File: src/hw/rtl/assert_macros.svh
// Assertion macros shared by the RTL.
`ifndef ASSERT_MACROS_SVH
`define ASSERT_MACROS_SVH

// Same-cycle implication, disabled while reset is asserted.
`define ASSERT_IMPLIES(label, clk, rst_n, ante, cons, msg) \
	label: assert property (@(posedge clk) disable iff (!(rst_n)) (ante) |-> (cons)) \
		else $error(msg);

// Next-cycle implication, disabled while reset is asserted.
`define ASSERT_NEXT(label, clk, rst_n, ante, cons, msg) \
	label: assert property (@(posedge clk) disable iff (!(rst_n)) (ante) |=> (cons)) \
		else $error(msg);

`endif

File: src/hw/rtl/crclef_pkg.sv
// Shared types, constants and CRC step function for the log record framer/checker.
package crclef_pkg;

	localparam int ENTRY_BYTES_DEF = 64;
	localparam int MAX_TEXT_DEF    = 61;

	localparam int IDX_W = 7;
	localparam logic [IDX_W-1:0] IDX_MAX = 7'd127;

	localparam logic [15:0] CRC_INIT = 16'hFFFF;
	localparam logic [15:0] CRC_POLY = 16'h1021;

	localparam logic MODE_FRAME = 1'b0;
	localparam logic MODE_CHECK = 1'b1;

	localparam logic KIND_FRAME   = 1'b0;
	localparam logic KIND_VERDICT = 1'b1;

	typedef enum logic {
		ST_TAKE,
		ST_TRAIL
	} state_t;

	typedef struct packed {
		logic take;
		logic trail_step;
		logic cfg_wr;
	} cmd_t;

	typedef struct packed {
		logic mode;
		logic out_free;
		logic out_empty;
		logic trail_end;
	} stat_t;

	// one byte into CRC-16/CCITT-FALSE, msb first
	function automatic logic [15:0] crc_feed(input logic [15:0] crc, input logic [7:0] b);
		logic [15:0] c;
		c = crc ^ {b, 8'h00};
		for (int i = 0; i < 8; i++) begin
			c = c[15] ? ({c[14:0], 1'b0} ^ CRC_POLY) : {c[14:0], 1'b0};
		end
		return c;
	endfunction

endpackage

File: src/hw/rtl/crclef_ctrl.sv
// Controller: accepts words, sequences the record trailer, gates config writes.
module crclef_ctrl (
	input  logic              clk,
	input  logic              arst_n,
	input  logic              in_valid,
	input  logic              in_last,
	input  logic              cfg_valid,
	input  crclef_pkg::stat_t stat,
	output crclef_pkg::cmd_t  cmd,
	output logic              in_stall,
	output logic              cfg_ready
);
	import crclef_pkg::*;

	state_t state_q;
	state_t state_d;
	logic   can_take;

	always_ff @(posedge clk or negedge arst_n) begin
		if (!arst_n) begin
			state_q <= ST_TAKE;
		end else begin
			state_q <= state_d;
		end
	end

	always_comb begin
		state_d = state_q;
		case (state_q)
			ST_TAKE: begin
				if (cmd.take && in_last && stat.mode == MODE_FRAME) begin
					state_d = ST_TRAIL;
				end
			end
			ST_TRAIL: begin
				if (cmd.trail_step && stat.trail_end) begin
					state_d = ST_TAKE;
				end
			end
			default: state_d = ST_TAKE;
		endcase
	end

	always_comb begin
		can_take       = 1'b0;
		cfg_ready      = 1'b0;
		cmd.trail_step = 1'b0;
		case (state_q)
			ST_TAKE: begin
				can_take  = stat.out_free && !cfg_valid;
				cfg_ready = stat.out_empty;
			end
			ST_TRAIL: begin
				cmd.trail_step = stat.out_free;
			end
			default: begin
				can_take = 1'b0;
			end
		endcase
		in_stall   = !can_take;
		cmd.take   = in_valid && can_take;
		cmd.cfg_wr = cfg_valid && cfg_ready;
	end

endmodule

File: src/hw/rtl/crclef_dp.sv
// Datapath: record state, CRC, trailer byte select and output register.
module crclef_dp #(
	parameter int ENTRY_BYTES = crclef_pkg::ENTRY_BYTES_DEF,
	parameter int MAX_TEXT    = crclef_pkg::MAX_TEXT_DEF
) (
	input  logic              clk,
	input  logic              arst_n,
	input  crclef_pkg::cmd_t  cmd,
	output crclef_pkg::stat_t stat,
	input  logic [7:0]        in_byte,
	input  logic              in_last,
	input  logic              mode,
	input  logic              out_stall,
	output logic              out_valid,
	output logic [7:0]        out_byte,
	output logic              out_kind,
	output logic              entry_valid,
	output logic              out_last
);
	import crclef_pkg::*;

	localparam int POS_W      = $clog2(ENTRY_BYTES);
	localparam int TEXT_LIMIT = (MAX_TEXT < ENTRY_BYTES - 3) ? MAX_TEXT : ENTRY_BYTES - 3;
	localparam logic [IDX_W-1:0] LIMIT_I    = IDX_W'(TEXT_LIMIT);
	localparam logic [IDX_W-1:0] TERM_MAX_I = IDX_W'(ENTRY_BYTES - 2);
	localparam logic [IDX_W-1:0] LAST_I     = IDX_W'(ENTRY_BYTES - 1);
	localparam logic [POS_W-1:0] LAST_POS   = POS_W'(ENTRY_BYTES - 1);

	logic             mode_q;
	logic [IDX_W-1:0] idx_q;
	logic [15:0]      crc_q;
	logic             ended_q;
	logic [POS_W-1:0] term_q;
	logic             bad_q;
	logic             done_q;
	logic [POS_W-1:0] pos_q;

	logic             out_valid_q;
	logic [7:0]       out_byte_q;
	logic             out_kind_q;
	logic             entry_valid_q;
	logic             out_last_q;

	logic             zero_b;
	logic [IDX_W-1:0] idx_inc;
	logic [15:0]      crc_in;
	logic [15:0]      crc_term;
	logic             f_emit;
	logic             f_ended_n;
	logic [IDX_W-1:0] f_idx_n;
	logic             c_bad_n;
	logic [15:0]      c_crc_n;
	logic             c_term_hit;
	logic             c_ended_n;
	logic [POS_W-1:0] c_term_n;
	logic             c_done_n;
	logic [IDX_W-1:0] c_idx_n;
	logic             c_ok;
	logic [POS_W-1:0] idx_pos;
	logic             t_at_term;
	logic [7:0]       t_byte;
	logic             t_last;
	logic             out_free;
	logic             ld_out;
	logic [7:0]       ld_byte;
	logic             ld_kind;
	logic             ld_valid;
	logic             ld_last;

	always_comb begin
		zero_b   = (in_byte == 8'h00);
		idx_inc  = idx_q + IDX_W'(1);
		crc_in   = crc_feed(crc_q, in_byte);
		crc_term = crc_feed(crc_q, 8'h00);

		// frame mode
		f_emit    = !ended_q && !zero_b && (idx_q < LIMIT_I);
		f_ended_n = ended_q || zero_b || (idx_inc >= LIMIT_I);
		f_idx_n   = f_emit ? idx_inc : idx_q;

		// check mode
		c_bad_n    = bad_q || (idx_q == '0 && zero_b);
		c_crc_n    = done_q ? crc_q : crc_in;
		c_term_hit = !ended_q && zero_b && (idx_q < TERM_MAX_I);
		c_ended_n  = ended_q || c_term_hit;
		c_term_n   = c_term_hit ? idx_q[POS_W-1:0] : term_q;
		c_done_n   = done_q || (c_ended_n &&
			(idx_q == IDX_W'(c_term_n) + IDX_W'(2)));
		c_idx_n    = (idx_q == IDX_MAX) ? idx_q : idx_inc;
		c_ok       = !c_bad_n && c_ended_n && c_done_n && (c_crc_n == 16'h0000) &&
			(idx_q == LAST_I);

		// trailer: terminator, crc high, crc low, padding
		idx_pos   = idx_q[POS_W-1:0];
		t_at_term = (pos_q == idx_pos);
		if (pos_q == idx_pos + POS_W'(1)) begin
			t_byte = crc_q[15:8];
		end else if (pos_q == idx_pos + POS_W'(2)) begin
			t_byte = crc_q[7:0];
		end else begin
			t_byte = 8'h00;
		end
		t_last = (pos_q == LAST_POS);

		out_free = !out_valid_q || !out_stall;

		ld_out   = 1'b0;
		ld_byte  = 8'h00;
		ld_kind  = KIND_FRAME;
		ld_valid = 1'b0;
		ld_last  = 1'b0;
		if (cmd.trail_step) begin
			ld_out  = 1'b1;
			ld_byte = t_byte;
			ld_last = t_last;
		end else if (cmd.take) begin
			if (mode_q == MODE_CHECK) begin
				ld_out   = in_last;
				ld_kind  = KIND_VERDICT;
				ld_valid = c_ok;
				ld_last  = 1'b1;
			end else begin
				ld_out  = f_emit;
				ld_byte = in_byte;
			end
		end
	end

	always_ff @(posedge clk or negedge arst_n) begin
		if (!arst_n) begin
			mode_q  <= MODE_FRAME;
			idx_q   <= '0;
			crc_q   <= CRC_INIT;
			ended_q <= 1'b0;
			term_q  <= '0;
			bad_q   <= 1'b0;
			done_q  <= 1'b0;
			pos_q   <= '0;
		end else if (cmd.cfg_wr || (cmd.take && mode_q == MODE_CHECK && in_last) ||
			(cmd.trail_step && t_last)) begin
			if (cmd.cfg_wr) begin
				mode_q <= mode;
			end
			idx_q   <= '0;
			crc_q   <= CRC_INIT;
			ended_q <= 1'b0;
			term_q  <= '0;
			bad_q   <= 1'b0;
			done_q  <= 1'b0;
			pos_q   <= '0;
		end else if (cmd.take) begin
			if (mode_q == MODE_CHECK) begin
				idx_q   <= c_idx_n;
				crc_q   <= c_crc_n;
				ended_q <= c_ended_n;
				term_q  <= c_term_n;
				bad_q   <= c_bad_n;
				done_q  <= c_done_n;
			end else begin
				if (!ended_q) begin
					ended_q <= f_ended_n;
				end
				if (f_emit) begin
					crc_q <= crc_in;
				end
				idx_q <= f_idx_n;
				if (in_last) begin
					pos_q <= f_idx_n[POS_W-1:0];
				end
			end
		end else if (cmd.trail_step) begin
			if (t_at_term) begin
				crc_q <= crc_term;
			end
			pos_q <= pos_q + POS_W'(1);
		end
	end

	always_ff @(posedge clk or negedge arst_n) begin
		if (!arst_n) begin
			out_valid_q <= 1'b0;
		end else if (ld_out) begin
			out_valid_q <= 1'b1;
		end else if (!out_stall) begin
			out_valid_q <= 1'b0;
		end
	end

	always_ff @(posedge clk) begin
		if (ld_out) begin
			out_byte_q    <= ld_byte;
			out_kind_q    <= ld_kind;
			entry_valid_q <= ld_valid;
			out_last_q    <= ld_last;
		end
	end

	assign stat.mode      = mode_q;
	assign stat.out_free  = out_free;
	assign stat.out_empty = !out_valid_q;
	assign stat.trail_end = t_last;

	assign out_valid   = out_valid_q;
	assign out_byte    = out_byte_q;
	assign out_kind    = out_kind_q;
	assign entry_valid = entry_valid_q;
	assign out_last    = out_last_q;

endmodule

File: src/hw/rtl/crc16_log_entry_frame_check.sv
// Top level: CRC-16 log record framer and checker.
//
//  channel | direction | handshake            | payload
//  in      | sink      | in_valid / in_stall  | in_byte, in_last
//  out     | source    | out_valid / out_stall| out_byte, out_kind, entry_valid, out_last
//  cfg     | sink      | cfg_valid / cfg_ready| mode
//
// One input word per cycle in both modes while the output is free and no config write
// is pending; each byte's CRC step is combinational. Frame mode: the word flagged last
// is followed by trailer bytes up to the record end (from n = text bytes kept), with
// in_stall high. A stalled output register holds in_stall high until the word is taken.
// Reset or a mode write returns the record state to its start; no clearing pass.
`include "assert_macros.svh"

module crc16_log_entry_frame_check #(
	parameter int ENTRY_BYTES = crclef_pkg::ENTRY_BYTES_DEF,
	parameter int MAX_TEXT    = crclef_pkg::MAX_TEXT_DEF
) (
	input  logic       clk,
	input  logic       arst_n,
	input  logic       in_valid,
	output logic       in_stall,
	input  logic [7:0] in_byte,
	input  logic       in_last,
	output logic       out_valid,
	input  logic       out_stall,
	output logic [7:0] out_byte,
	output logic       out_kind,
	output logic       entry_valid,
	output logic       out_last,
	input  logic       cfg_valid,
	output logic       cfg_ready,
	input  logic       mode
);
	import crclef_pkg::*;

	cmd_t  cmd;
	stat_t stat;

	crclef_ctrl u_ctrl (
		.clk       (clk),
		.arst_n    (arst_n),
		.in_valid  (in_valid),
		.in_last   (in_last),
		.cfg_valid (cfg_valid),
		.stat      (stat),
		.cmd       (cmd),
		.in_stall  (in_stall),
		.cfg_ready (cfg_ready)
	);

	crclef_dp #(
		.ENTRY_BYTES (ENTRY_BYTES),
		.MAX_TEXT    (MAX_TEXT)
	) u_dp (
		.clk         (clk),
		.arst_n      (arst_n),
		.cmd         (cmd),
		.stat        (stat),
		.in_byte     (in_byte),
		.in_last     (in_last),
		.mode        (mode),
		.out_stall   (out_stall),
		.out_valid   (out_valid),
		.out_byte    (out_byte),
		.out_kind    (out_kind),
		.entry_valid (entry_valid),
		.out_last    (out_last)
	);

	`ASSERT_IMPLIES(a_verdict_last, clk, arst_n, out_valid && out_kind == KIND_VERDICT, out_last && out_byte == 8'h00, "verdict word not last or byte nonzero")
	`ASSERT_IMPLIES(a_valid_only_verdict, clk, arst_n, out_valid && entry_valid, out_kind == KIND_VERDICT, "entry_valid on a framed byte")
	`ASSERT_IMPLIES(a_cfg_excl_take, clk, arst_n, cfg_valid && cfg_ready, in_stall && !out_valid, "config write while busy")
	`ASSERT_NEXT(a_trail_blocks, clk, arst_n, in_valid && !in_stall && in_last && stat.mode == MODE_FRAME, in_stall, "input taken during trailer")

endmodule

File: config.mk
export PLATFORM = sky130hd
export DESIGN_NAME = crc16_log_entry_frame_check
export DESIGN_NICKNAME = d
export VERILOG_FILES = /design/src/hw/rtl/crclef_pkg.sv /design/src/hw/rtl/crclef_ctrl.sv /design/src/hw/rtl/crclef_dp.sv /design/src/hw/rtl/crc16_log_entry_frame_check.sv
export VERILOG_INCLUDE_DIRS = /design/src /design/src/hw/rtl
export SDC_FILE = /design/constraint.sdc
export NUM_CORES = 1
export LEC_CHECK = 0
export BUFFER_PORTS_ARGS = -buffer_cell sky130_fd_sc_hd__buf_4
export CAP_MARGIN = 20
export CORE_ASPECT_RATIO = 0.9
export CORE_MARGIN = 10
export CORE_UTILIZATION = 60
export CTS_CLUSTER_DIAMETER = 120
export CTS_CLUSTER_SIZE = 12
export DETAILED_ROUTE_END_ITERATION = 8
export GPL_ROUTABILITY_DRIVEN = 0
export PLACE_DENSITY = 0.8
export SYNTH_ARGS = -nofsm -noshare
export SYNTH_HDL_FRONTEND = slang
export SYNTH_SLANG_ARGS = --single-unit
File: constraint.sdc
create_clock -name clk -period 3.2 [get_ports clk]
set_input_delay 0.16 -clock clk [delete_from_list [all_inputs] [get_ports clk]]
set_output_delay 0.16 -clock clk [all_outputs]
set_load 0.05 [all_outputs]
# Word level (Yosys, flattened, before mapping)
# Index checks and enable logic that the tools add are counted.
# W data, S select, Z words.
# totals
input_bits,15
register_bits,52
# op_classes
n_eq_ne,12
reduce_logical,48
n_mux,66
bitwise,20
magnitude_cmp,3
addsub,5
# ops
cell,n
$mux W13,16
$mux W16,7
$mux W6,9
$not A3 Y3,16
$mux W8,5
$mux W7,5
$mux W1,23
$eq A6 B6 Y1,3
$logic_and A1 B1 Y1,18
$logic_not A16 Y1,1
$xor A16 B16 Y16,1
$lt A7 B6 Y1 const B,2
$add A6 B1 Y6 const B,2
$reduce_and A3 Y1,3
$reduce_bool A3 Y1,3
$logic_not A8 Y1,1
$logic_or A1 B1 Y1,8
$add A6 B2 Y7 const B,1
$add A7 B1 Y7 const B,1
$eq A7 B6 Y1 const B,1
$eq A7 B7 Y1,1
$eq A7 B7 Y1 const B,1
$ge A7 B6 Y1 const B,1
$logic_not A1 Y1,7
other kinds (12),18

# Depth between registers and ports, before layout
# Gate-level depths: netlist of the first run.
# depth
word_depth,21
mapped_depth,12
ltp_nobuf,11

# Cells and area by module
# A second synthesis of the first run with hierarchy kept.
# unflattened
hier_cells,510
hier_area_um2,4326.6
# modules_own_cells
mod,area_per_inst_um2,cells_per_inst,seq_area_each_um2,instances
crclef_dp,4237.8,500,1351.3,1
crclef_ctrl,88.8,10,25.0,1

# Worst setup path after synthesis of the first run
# Ideal clock, no wire load.
# synth_path
path_kind,input-to-reg
startpoint,input in_byte[6]
endpoint,register u_dp.entry_valid_q (netlist: u_dp.entry_valid) (data pin)
cell_stages,11
arrival_ps,2575
n_path_buf,1
required_time_ps,3067
setup_ps,133
slack_ps,492
cell_sequence,buf_6 > or4_4 > nor2_4 > and3_4 > mux2_2 > ha_1 > xor2_1 > a211oi_1 > nand4_1 > nor4_1 > o2111a_1
# synth_via
elab_chain_len,13
elab_cells_between_ends,27
classes_between,add/sub: 1; eq/ne: 1; mux: 9; bitwise: 2; reduce/logical: 14
# synth_rtl
item,line_no,source
"start, declared",crc16_log_entry_frame_check.sv:23,"input logic [7:0] in_byte,"
branches (longest 11 deep; another with $add A6 B2 Y7),--,
$logic_and A1 B1 Y1 * (2 in a row),crclef_dp.sv:90,c_ok = !c_bad_n && c_ended_n && c_done_n && (c_crc_n == 16'h0000) &&
"end signal, assigned",crclef_dp.sv:193,entry_valid_q <= ld_valid;
"end, declared",crclef_dp.sv:41,logic entry_valid_q;
# Every way passes the cells marked *.
# A chain may end at the register's enable or synchronous reset.

# Worst setup path in the final report of the first run
# layout_path
startpoint,register u_dp.idx_q[1]
endpoint,register u_dp.out_byte_q[6] (netlist: u_dp.out_byte[6]) (data pin)
# layout_via
elab_chain_len,5
elab_cells_between_ends,7
classes_between,add/sub: 2; eq/ne: 2; mux: 3
# layout_rtl
item,line_no,source
"start, declared",crclef_dp.sv:30,logic [IDX_W-1:0] idx_q;
"start signal, assigned",crclef_dp.sv:153,idx_q <= c_idx_n;
"start signal, assigned",crclef_dp.sv:166,idx_q <= f_idx_n;
$add A6 B2 Y6,crclef_dp.sv:98,end else if (pos_q == idx_pos + POS_W'(2)) begin
$eq A6 B6 Y1,crclef_dp.sv:98,
$mux W8,crclef_dp.sv:98,
$mux W8 *,crclef_dp.sv:96,if (pos_q == idx_pos + POS_W'(1)) begin
$mux W8 *,crclef_dp.sv:112,if (cmd.trail_step) begin
net u_dp.ld_byte[6],crclef_dp.sv:65,logic [7:0] ld_byte;
"end signal, assigned",crclef_dp.sv:191,out_byte_q <= ld_byte;
"end, declared",crclef_dp.sv:39,logic [7:0] out_byte_q;
# The timed path passes the listed nets; every way through them passes the cells marked *.

==> results of run 1 <==
==> power breakdown <==
group	total, uW	switching [uW]	internal [uW]
logic	2720	1610	1110
registers	1420	412	1010
clock network	393	216	177
==> state kept, by name, summed over array words and instances, names as in the netlist, 6 cells and up <==
register	cells
u_dp.out_byte	8
u_dp.pos_q	6
u_dp.term_q	6
u_dp.crc_q	16
u_dp.idx_q	7
==> stage by stage <==
stage                     hold slack [ns]  cells  power, uW  setup slack (ns)   util
after detailed placement            0.182    578       4050             0.212  0.669
after global routing               0.0991    588       4800             0.260  0.685
after global placement              0.179    578       3960             0.255  0.669
after CTS                          0.0644    587       4450             0.459  0.684
after floorplan                    -0.136    479       3380             0.492      -
final                              0.0655    588       4530             0.357  0.685
==> critical path: cells and delay by family (launching register included) <==
family                   cells  cell delay, ns
AND/OR/NAND/NOR              3            1.14
buffers and inverters        1            0.19
AO/OA/AOI/OAI                3            0.62
adder cells (fa/ha/maj)      1            0.37
flip-flops                   1            0.36
==> cell usage after synthesis (3+ instances only) <==
library cell  count
ha_1              7
nand4_1           5
a211oi_1          5
o211ai_1          5
a221o_1           4
a22o_1            8
a221oi_1          4
clkbuf_1         13
xnor2_1          37
mux2_2            5
o21ai_0          29
nor2_1           32
nand2_1          35
o22ai_1           3
nor3_1           15
buf_2            16
and3_1            9
edfxtp_1         11
o2bb2ai_1         3
a2111oi_0         3
xor2_1           24
o22a_1            6
dfrtp_1          25
buf_6             3
or2_2             3
nand3_1          15
a21o_1           11
a31oi_1           4
inv_1            17
nor3b_1           3
o21ai_1           7
a21oi_1          29
mux2i_1           7
xnor2_2           3
and2_1            3
or3_1             3
a32oi_1           3
nor4_1            4
dfstp_2          16
==> worst paths after layout <==
kind / start / to / slack, ns / cells past startpoint
max: u_dp.idx_q[1]$_DFFE_PN0P_ / u_dp.out_byte[6]$_DFFE_PP_ / 0.36 / 8
min: mode / u_dp.mode_q$_DFFE_PN0P_ / 0.07 / 3
max reg2reg: u_dp.idx_q[1]$_DFFE_PN0P_ / u_dp.out_byte[6]$_DFFE_PP_ / 0.36 / 8
min reg2reg: u_dp.crc_q[9]$_DFFE_PN1P_ / u_dp.crc_q[9]$_DFFE_PN1P_ / 0.52 / 2
max in group asynchronous: arst_n / u_dp.crc_q[12]$_DFFE_PN1P_ / 2.44 / 2
min in group asynchronous: arst_n / u_dp.idx_q[4]$_DFFE_PN0P_ / 0.38 / 2
==> cells by family after synthesis <==
family                     after synthesis  synth area share
and+or+nand+nor                        145             0.177
AOI/OAI and AO/OA                      143             0.239
adders and majority gates                7            0.0207
buffers and inverters                   54            0.0597
muxes                                   12            0.0298
xor gates and xnor gates                66             0.149
DFF                                     52             0.325
==> final cells by class <==
cell class / count / area, um^2 / share of cell area
Clock buffer: 7 / 86.3 / 0.0187
Clock inverter: 1 / 6.26 / 0.00136
Inverter: 19 / 71.3 / 0.0155
Multi-Input combinational cell: 373 / 2610 / 0.566
Sequential cell: 52 / 1380 / 0.299
Tap cell: 90 / 113 / 0.0245
Timing Repair Buffer: 46 / 345 / 0.0750
==> timing repair <==
| item | CTS | global route |
|---|---|---|
| buffers inserted | 0 | 0 |
| endpoints found under the hold margin | 25 | 0 |
| hold buffers | 1 | 0 |
==> metal layers <==
layer	global-route usage	wire (um)	up-vias
met5	0.0238	29	-
met4	0.0740	292	2
met3	0.0600	1600	37
met2	0.321	5110	261
met1	0.295	4810	1826
li1	-	-	1774
==> impl_metrics.env, run 1 <==
export IMPL_crit_path_end_kind="register"
export IMPL_vias=3900
export IMPL_crit_arrival_ns=3.01
export IMPL_syn_nets=501
export IMPL_fin_crit_sh=0.888
export IMPL_syn_area_mm2=0.00424
export IMPL_cts_resized_gates=0
export IMPL_leakage_uw=0.00192
export IMPL_yosysTopAreaCell="dfrtp_1"
export IMPL_wirelength_um=11800
export IMPL_synth_area_leaders="dfrtp_1 (15%), dfstp_2 (9.9%), edfxtp_1 (7.8%)"
export IMPL_avgSynthCellArea_um2=8.84
export IMPL_cts_num_sinks=52
export IMPL_ir_drop_v=0.000699
export IMPL_cpMaxStageDelayCell="nor3_1"
export IMPL_fin_skew_ns=0.00544
export IMPL_synth_edf_count=11
export IMPL_final_area_mm2=0.00460
export IMPL_numCtsBuffers=5
export IMPL_drc_errors=0
export IMPL_hpwlAfterDp_um=8690
export IMPL_tightest_slew_ns=1.17
export IMPL_maxSlewViolCount=0
export IMPL_yosys_warnings=0
export IMPL_rsz0062_at_grt="false"
export IMPL_layout_commonest_cell="buf_4"
export IMPL_hold_path_class="input port to register"
export IMPL_fmax_mhz=352
export IMPL_cts_path_max_buffers=2
export IMPL_ant_nets=0
export IMPL_synth_top_area_frac=0.148
export IMPL_maxCapViolCount=0
export IMPL_cts_htree_levels=2
export IMPL_vias_per_cell=6.63
export IMPL_grt_max_degree=42
export IMPL_synthArstFlopShare=0.788
export IMPL_syn_inst=479
export IMPL_antenna_cells=0
export IMPL_final_min_clock_period_ns=2.84
export IMPL_grt_use_total=0.217
export IMPL_clk_latency_ns=0.31
export IMPL_wl_per_cell_um=20.1
export IMPL_critical_path_max_stage_delay_ns=0.88
export IMPL_final_nets=519
export IMPL_cts_tree="done"
export IMPL_die_h_um=99.7
export IMPL_io_buffers=28
export IMPL_yosysUniqueCellTypes=75
export IMPL_worst_setup_path_start_kind="register"
export IMPL_grt_ovfl_total=0
export IMPL_fp_row_count=28
export IMPL_first_global_vias=3612
export IMPL_placed_area_mm2=0.00450
export IMPL_die_x_um=109
export IMPL_cts_root_buf="clkbuf_8"
export IMPL_dr_first_iter_drc_count=494
export IMPL_fp_coreArea_mm2=0.00673
export IMPL_slew_headroom=0.217
export IMPL_cts_reportedPaths_clkPinSlew_ns=0.09
export IMPL_critPathKind="register to register"
export IMPL_critPathMaxFanout=9
export IMPL_crit_required_ns=3.36
export IMPL_mostFrequentLayoutCells="buf_4 (44), xnor2_1 (37), nand2_1 (35)"
export IMPL_seq_area_frac_synth=0.325
export IMPL_ioPinCount=29
export IMPL_final_setup_viol_count=0
export IMPL_ys_flop_type="dfrtp_1"
export IMPL_cp_cell_sequence="buf_4, ha_1, nand2_1, nor2_1, o311ai_0, o31a_1, nor3_1, a221o_1"
export IMPL_power_density_mw_per_mm2=984
export IMPL_hold_viol_final=0
export IMPL_synthToLayoutAreaGrowth_pct=8.72
export IMPL_antenna_found_initial=0
export IMPL_dr_pass1_iters=6
export IMPL_final_layout_size_suffix_gt1_frac=0.197
export IMPL_tns_ns=0
export IMPL_initial_core_util=0.630
export IMPL_grt_pass1_wl_um=19000
export IMPL_synth_seq_cells=52
export IMPL_die_area_mm2=0.0108
export IMPL_status="completed"
export IMPL_fillers=541
No activity file was read; power rests on OpenSTA's default activity.
==> run 2, diff against run 1 <==
--- a/config.mk
+++ b/config.mk
@@ -9,7 +9,6 @@
 export BUFFER_PORTS_ARGS = -buffer_cell sky130_fd_sc_hd__buf_4
 export CAP_MARGIN = 20
 export CORE_ASPECT_RATIO = 0.9
-export CORE_MARGIN = 10
 export CORE_UTILIZATION = 60
 export CTS_CLUSTER_DIAMETER = 120
 export CTS_CLUSTER_SIZE = 12
==> constraint.sdc (replaced) <==
create_clock -name clk -period 3.02 [get_ports clk]
set_input_delay 0.151 -clock clk [delete_from_list [all_inputs] [get_ports clk]]
set_output_delay 0.151 -clock clk [all_outputs]
set_load 0.05 [all_outputs]
==> run 2 against run 1 <==
  * First-iteration DRC count is 19% lower
  * Sequential power up 5%
  * Via count fell by 0.36%
  * Worst hold slack about the same
  * Die area fell by 32%
  * Worst setup slack worse by 0.056 ns
  * Flip-flop and latch count stayed put
  * Sequential share of layout area decreased by 0.44 points
  * Global-route usage rose by 11 points
  * Register-to-register slack lost 0.06 ns
  * Clock skew up 0.012 ns
  * Utilization increased by 1.4 points
  * Critical path type unchanged
  * Critical endpoint unchanged
  * Largest cell class unchanged
==> impl_metrics.env, run 2 (synthesis gave the netlist of run 1 again) <==
export IMPL_hpwlAfterDp_um=8390
export IMPL_ioPinCount=29
export IMPL_placed_cells=585
export IMPL_fin_skew_ns=0.0174
export IMPL_grt_pass1_wl_um=18500
export IMPL_cpMaxStageDelayCell="nor3_1"
export IMPL_layout_commonest_cell="buf_4"
export IMPL_grt_use_total=0.323
export IMPL_slew_headroom=0.238
export IMPL_p_int_uw=2520
export IMPL_drc_errors=0
export IMPL_crit_cells=8
export IMPL_clk_latency_ns=0.32
export IMPL_grt_max_degree=42
export IMPL_final_layout_size_suffix_gt1_frac=0.210
export IMPL_fmax_mhz=368
export IMPL_vias_per_cell=6.54
export IMPL_grt_ovfl_total=0
export IMPL_power_frac_comb=0.591
export IMPL_cts_num_sinks=52
export IMPL_cp_cell_sequence="buf_4, ha_1, nand2_1, nor2_1, o311ai_0, o31a_1, nor3_1, a221o_1"
export IMPL_cts_root_buf="clkbuf_8"
export IMPL_power_density_mw_per_mm2=1040
export IMPL_cp_endpoint="u_dp.out_byte[6]$_DFFE_PP_"
export IMPL_ir_drop_v=0.000551
export IMPL_tightest_slew_ns=1.13
export IMPL_status="completed"
export IMPL_first_global_vias=3610
export IMPL_crit_path_end_kind="register"
export IMPL_r2r_setup_slack_ns=0.30
export IMPL_vias=3886
export IMPL_crit_required_ns=3.20
export IMPL_r2r_cells=8
export IMPL_pre_cts_ws_ns=0.0530
export IMPL_dr_pass1_iters=5
export IMPL_fin_crit_sh=0.900
export IMPL_cts_path_max_buffers=2
export IMPL_crit_arrival_ns=2.90
export IMPL_die_area_mm2=0.00740
export IMPL_final_setup_viol_count=0
export IMPL_antenna_cells=0
export IMPL_instances_no_fill=594
export IMPL_dr_first_iter_drc_count=401
export IMPL_wirelength_um=11500
export IMPL_fin_ws_ns=0.301
export IMPL_die_h_um=81.7
export IMPL_io_buffers=28
export IMPL_hold_path_class="input port to register"
export IMPL_largest_register="u_dp.crc_q"
export IMPL_mostFrequentLayoutCells="buf_4 (51), xnor2_1 (37), nand2_1 (35)"
export IMPL_numCtsBuffers=5
export IMPL_rsz0062_at_grt="false"
export IMPL_clock_power_share=0.101
export IMPL_initial_core_util=0.633
export IMPL_fin_util=0.698
export IMPL_critPathKind="register to register"
export IMPL_startpoint="u_dp.idx_q[1]$_DFFE_PN0P_"
export IMPL_final_min_clock_period_ns=2.72
export IMPL_r2r_end="u_dp.out_byte[6]$_DFFE_PP_"
export IMPL_worst_path_buf_inv=1
export IMPL_critPathMaxFanout=9
export IMPL_ant_nets=0
export IMPL_hold_viol_final=0
export IMPL_p_sw_uw=2320
export IMPL_synthToLayoutAreaGrowth_pct=10.3
export IMPL_worst_setup_path_start_kind="register"
export IMPL_largest_reg_flops=16
export IMPL_tns_ns=0
export IMPL_maxCapViolCount=0
export IMPL_fp_row_count=28
export IMPL_critical_path_max_stage_delay_ns=0.86
export IMPL_wl_per_cell_um=19.3
export IMPL_crit_family="simple AND/OR/NAND/NOR gates"
export IMPL_leakage_uw=0.00195
export IMPL_fp_coreArea_mm2=0.00669
export IMPL_p_sw_frac=0.480
export IMPL_die_x_um=90.6
export IMPL_cts_tree="done"
export IMPL_antenna_found_initial=0
export IMPL_rr_startpoint="u_dp.idx_q[1]$_DFFE_PN0P_"
export IMPL_cts_htree_levels=2
export IMPL_final_nets=525
export IMPL_seqPwrFrac=0.308
export IMPL_cts_reportedPaths_clkPinSlew_ns=0.11
export IMPL_maxSlewViolCount=0
run 2: changes by cell type in the layout (fill, tap and decap cells not counted):
cell,previous run,this run
buf_2,1,0
nor2_2,0,1
nor2_1,32,31
clkbuf_8,6,5
clkinv_2,0,1
clkinvlp_4,0,1
bufinv_16,0,1
buf_4,44,51
inv_4,1,0
clkbuf_1,1,0
run 2: timing repair:
item | 4_1_cts | 5_1_grt
buffers inserted | 0 | 0
gates resized for setup | 0 | 1
hold buffers | 1 | 0
setup endpoints to repair | 0 | 1
hold endpoints to repair | 25 | 0
run 2: final cells by class:
| cell class | instances | area [um^2] |
|---|---|---|
| inverter | 19 | 71.3 |
| clock inverter | 3 | 42.5 |
| tap | 90 | 113 |
| fill | 519 | 2020 |
| timing repair buffer | 52 | 393 |
| multi-input combinational | 373 | 2610 |
| sequential | 52 | 1380 |
| clock buffer | 5 | 68.8 |
run 2: worst min-delay path by stage:
stage / start / endpoint / cells past startpoint
finish: mode / u_dp.mode_q$_DFFE_PN0P_ / 3
detailed placement: arst_n / u_dp.pos_q[3]$_DFFE_PN0P_ / 1
floorplan: arst_n / u_ctrl.state_q$_DFF_PN0_ / 0
CTS: mode / u_dp.mode_q$_DFFE_PN0P_ / 3
global placement: arst_n / u_dp.pos_q[2]$_DFFE_PN0P_ / 1
global route: mode / u_dp.mode_q$_DFFE_PN0P_ / 3
run 2: power by group through the flow:
stage | Combinational, uW | Sequential, uW | Clock (uW)
2_1_floorplan | 2110 | 1470 | 0
3_5_place_dp | 2800 | 1480 | 0
4_1_cts | 2810 | 1470 | 489
5_1_grt | 3090 | 1520 | 520
6_report | 2860 | 1490 | 487
3_3_place_gp | 2730 | 1480 | 0
run 2: through the flow:
stage | hold slack [ns] | total power, uW | area, um^2
finish | 0.0655 | 4840 | 4670
global route | 0.0670 | 5140 | 4670
CTS | 0.0601 | 4770 | 4670
detailed placement | 0.176 | 4280 | 4550
global placement | 0.173 | 4200 | 4550
floorplan | -0.145 | 3580 | 4240
run 2: layer usage:
metal,vias up,global-route usage,share of wire
met5,-,0,0
met4,0,0.145,0.030
met3,30,0.0657,0.11
met2,229,0.487,0.43
met1,1839,0.450,0.43
li1,1788,-,-
run 2: tightest hold or removal path, cell delays in order:
cell,delay [ns]
buf_4,0.08
nand2_1,0.04
o21ai_0,0.07
==> run 3, diff against run 2 <==
==> constraint.sdc (replaced) <==
create_clock -name clk -period 3.02 [get_ports clk]
set_input_delay 0.302 -clock clk [delete_from_list [all_inputs] [get_ports clk]]
set_output_delay 0.302 -clock clk [all_outputs]
set_load 0.05 [all_outputs]
==> run 3 against run 2 <==
  * Worst hold slack gained 0.14 ns
  * Cell count is 0.34% higher
  * Utilization increased by 0.19 points
  * Critical endpoint is now u_dp.entry_valid$_SDFFCE_PP0P_
  * Sequential share of layout area fell by 0.079 points
  * Largest power group unchanged
  * Routed wire length barely moved
  * Critical path type is now input port to register
  * Clock skew decreased by 0.0068 ns
  * Highest routed layer unchanged
  * Via count is 1.1% higher
  * Count of clock-buffer cells in the layout unchanged
==> impl_metrics.env, run 3 (synthesis gave the netlist of run 1 again) <==
export IMPL_cts_num_sinks=52
export IMPL_status="completed"
export IMPL_cpMaxStageDelayCell="or4_4"
export IMPL_io_buffers=28
export IMPL_cts_root_buf="clkbuf_8"
export IMPL_ioPinCount=29
export IMPL_wl_per_cell_um=19.2
export IMPL_power_density_mw_per_mm2=1030
export IMPL_cp_cell_sequence="buf_4, or4_4, nor2_4, and3_4, mux2_2, ha_1, xor2_1, a211oi_1, nand4_1, nor4_1, o2111a_1"
export IMPL_grt_max_degree=42
export IMPL_r2r_setup_slack_ns=0.19
export IMPL_grt_ovfl_total=0
export IMPL_first_global_vias=3594
export IMPL_vias_per_cell=6.59
export IMPL_fillers=524
export IMPL_tightest_slew_ns=1.06
export IMPL_fin_crit_sh=0.961
export IMPL_dr_first_iter_drc_count=403
export IMPL_crit_required_ns=3.20
export IMPL_cts_htree_levels=2
export IMPL_die_area_mm2=0.00740
export IMPL_p_total_uw=4810
export IMPL_die_x_um=90.6
export IMPL_hpwlAfterDp_um=8420
export IMPL_placed_area_mm2=0.00456
export IMPL_largest_register="u_dp.crc_q"
export IMPL_cts_resized_gates=0
export IMPL_slew_headroom=0.287
export IMPL_drc_errors=0
export IMPL_cts_reportedPaths_clkPinSlew_ns=0.09
export IMPL_rr_startpoint="u_dp.idx_q[1]$_DFFE_PN0P_"
export IMPL_ant_nets=0
export IMPL_wirelength_um=11500
export IMPL_vias=3930
export IMPL_crit_arrival_ns=3.08
export IMPL_critical_path_max_stage_delay_ns=0.55
export IMPL_fin_skew_ns=0.0106
export IMPL_r2r_end="u_dp.entry_valid$_SDFFCE_PP0P_"
export IMPL_final_nets=527
export IMPL_initial_core_util=0.633
export IMPL_grt_pass1_wl_um=18300
export IMPL_synthToLayoutAreaGrowth_pct=10.6
export IMPL_fmax_mhz=344
export IMPL_antenna_found_initial=0
export IMPL_mostFrequentLayoutCells="buf_4 (53), xnor2_1 (37), nand2_1 (35)"
export IMPL_startpoint="in_byte[1]"
export IMPL_final_area_mm2=0.00469
export IMPL_cts_path_max_buffers=2
export IMPL_numCtsBuffers=5
export IMPL_fp_row_count=28
export IMPL_hold_path_class="input port to register"
export IMPL_maxCapViolCount=0
export IMPL_crit_path_end_kind="register"
export IMPL_hold_viol_final=0
export IMPL_antenna_cells=0
export IMPL_clk_latency_ns=0.31
export IMPL_dr_pass1_iters=5
export IMPL_r2r_cells=10
export IMPL_worst_setup_path_start_kind="input port"
export IMPL_cp_endpoint="u_dp.entry_valid$_SDFFCE_PP0P_"
export IMPL_fp_coreArea_mm2=0.00669
export IMPL_critPathMaxFanout=3
export IMPL_final_layout_size_suffix_gt1_frac=0.211
export IMPL_ir_drop_v=0.000427
export IMPL_layout_commonest_cell="buf_4"
export IMPL_rsz0062_at_grt="false"
export IMPL_critPathKind="input port to register"
export IMPL_maxSlewViolCount=0
export IMPL_die_h_um=81.7
export IMPL_cts_tree="done"
export IMPL_grt_use_total=0.318
export IMPL_final_min_clock_period_ns=2.90
export IMPL_final_setup_viol_count=0
export IMPL_largest_reg_flops=16
export IMPL_leakage_uw=0.00196
==> run 3: cell types whose count changed in the layout (fill, tap and decap cells not counted), sizes merged <==
cell  previous run  this run
buf             51        53
==> run 3: area by class of cell <==
| type | count | area, um^2 | area share |
|---|---|---|---|
| clock buffers | 5 | 68.8 | 0.0147 |
| clock inverters | 3 | 42.5 | 0.00908 |
| inverters | 19 | 71.3 | 0.0152 |
| multi-input cells | 373 | 2610 | 0.556 |
| flip-flops and latches | 52 | 1380 | 0.294 |
| well taps | 90 | 113 | 0.0240 |
| repair buffers | 54 | 408 | 0.0870 |
==> run 3: worst max-delay path: cells and delay by family <==
family / cells / cell delay, ns
fa+ha+maj: 1 / 0.30
mux: 1 / 0.35
buf+inv: 1 / 0.11
simple gates: 5 / 1.42
compound gates: 2 / 0.45
xor+xnor: 1 / 0.14
==> run 3: worst min path at each step <==
stage | startpoint | end | slack, ns | cells after the start
after floorplan | arst_n | u_ctrl.state_q$_DFF_PN0_ | 0.006 | 0
after global placement | arst_n | u_dp.pos_q[2]$_DFFE_PN0P_ | 0.32 | 1
after detailed placement | arst_n | u_dp.pos_q[3]$_DFFE_PN0P_ | 0.32 | 1
after CTS | mode | u_dp.mode_q$_DFFE_PN0P_ | 0.20 | 3
after global routing | mode | u_dp.mode_q$_DFFE_PN0P_ | 0.21 | 3
final | mode | u_dp.mode_q$_DFFE_PN0P_ | 0.21 | 3
==> run 3: metal layers <==
| layer | GRT usage | part of all wire | vias to the layer above | wire length, um |
|---|---|---|---|---|
| met5 | 0 | 0 | - | 0 |
| met4 | 0.108 | 0.020 | 0 | 227 |
| met3 | 0.0546 | 0.098 | 23 | 1130 |
| met2 | 0.497 | 0.44 | 232 | 5060 |
| met1 | 0.449 | 0.44 | 1884 | 5040 |
| li1 | - | - | 1791 | - |
==> run 3: stage by stage <==
step / instances / util / worst slack, ns / hold WS (ns) / setup TNS, ns
after floorplan: 479 / - / 0.170 / 0.00641 / 0
after global placement: 587 / 0.682 / -0.00601 / 0.322 / -0.00601
after detailed placement: 587 / 0.682 / -0.0766 / 0.318 / -0.127
after CTS: 596 / 0.700 / 0.177 / 0.204 / 0
after global routing: 596 / 0.700 / 0.0582 / 0.208 / 0
final: 596 / 0.700 / 0.117 / 0.206 / 0
==> run 3: what timing repair did <==
action | 4_1_cts | 5_1_grt
setup endpoints to repair | 0 | 0
hold buffers | 1 | 0
hold endpoints to repair | 25 | 0
setup buffers | 0 | 0
==> run 3: power by group <==
part | leakage [uW] | switching (uW) | internal, uW
combinational | 0.00131 | 1670 | 1190
sequential | 0.000604 | 408 | 1070
clock | 0.0000541 | 237 | 246
total | 0.00196 | 2310 | 2500
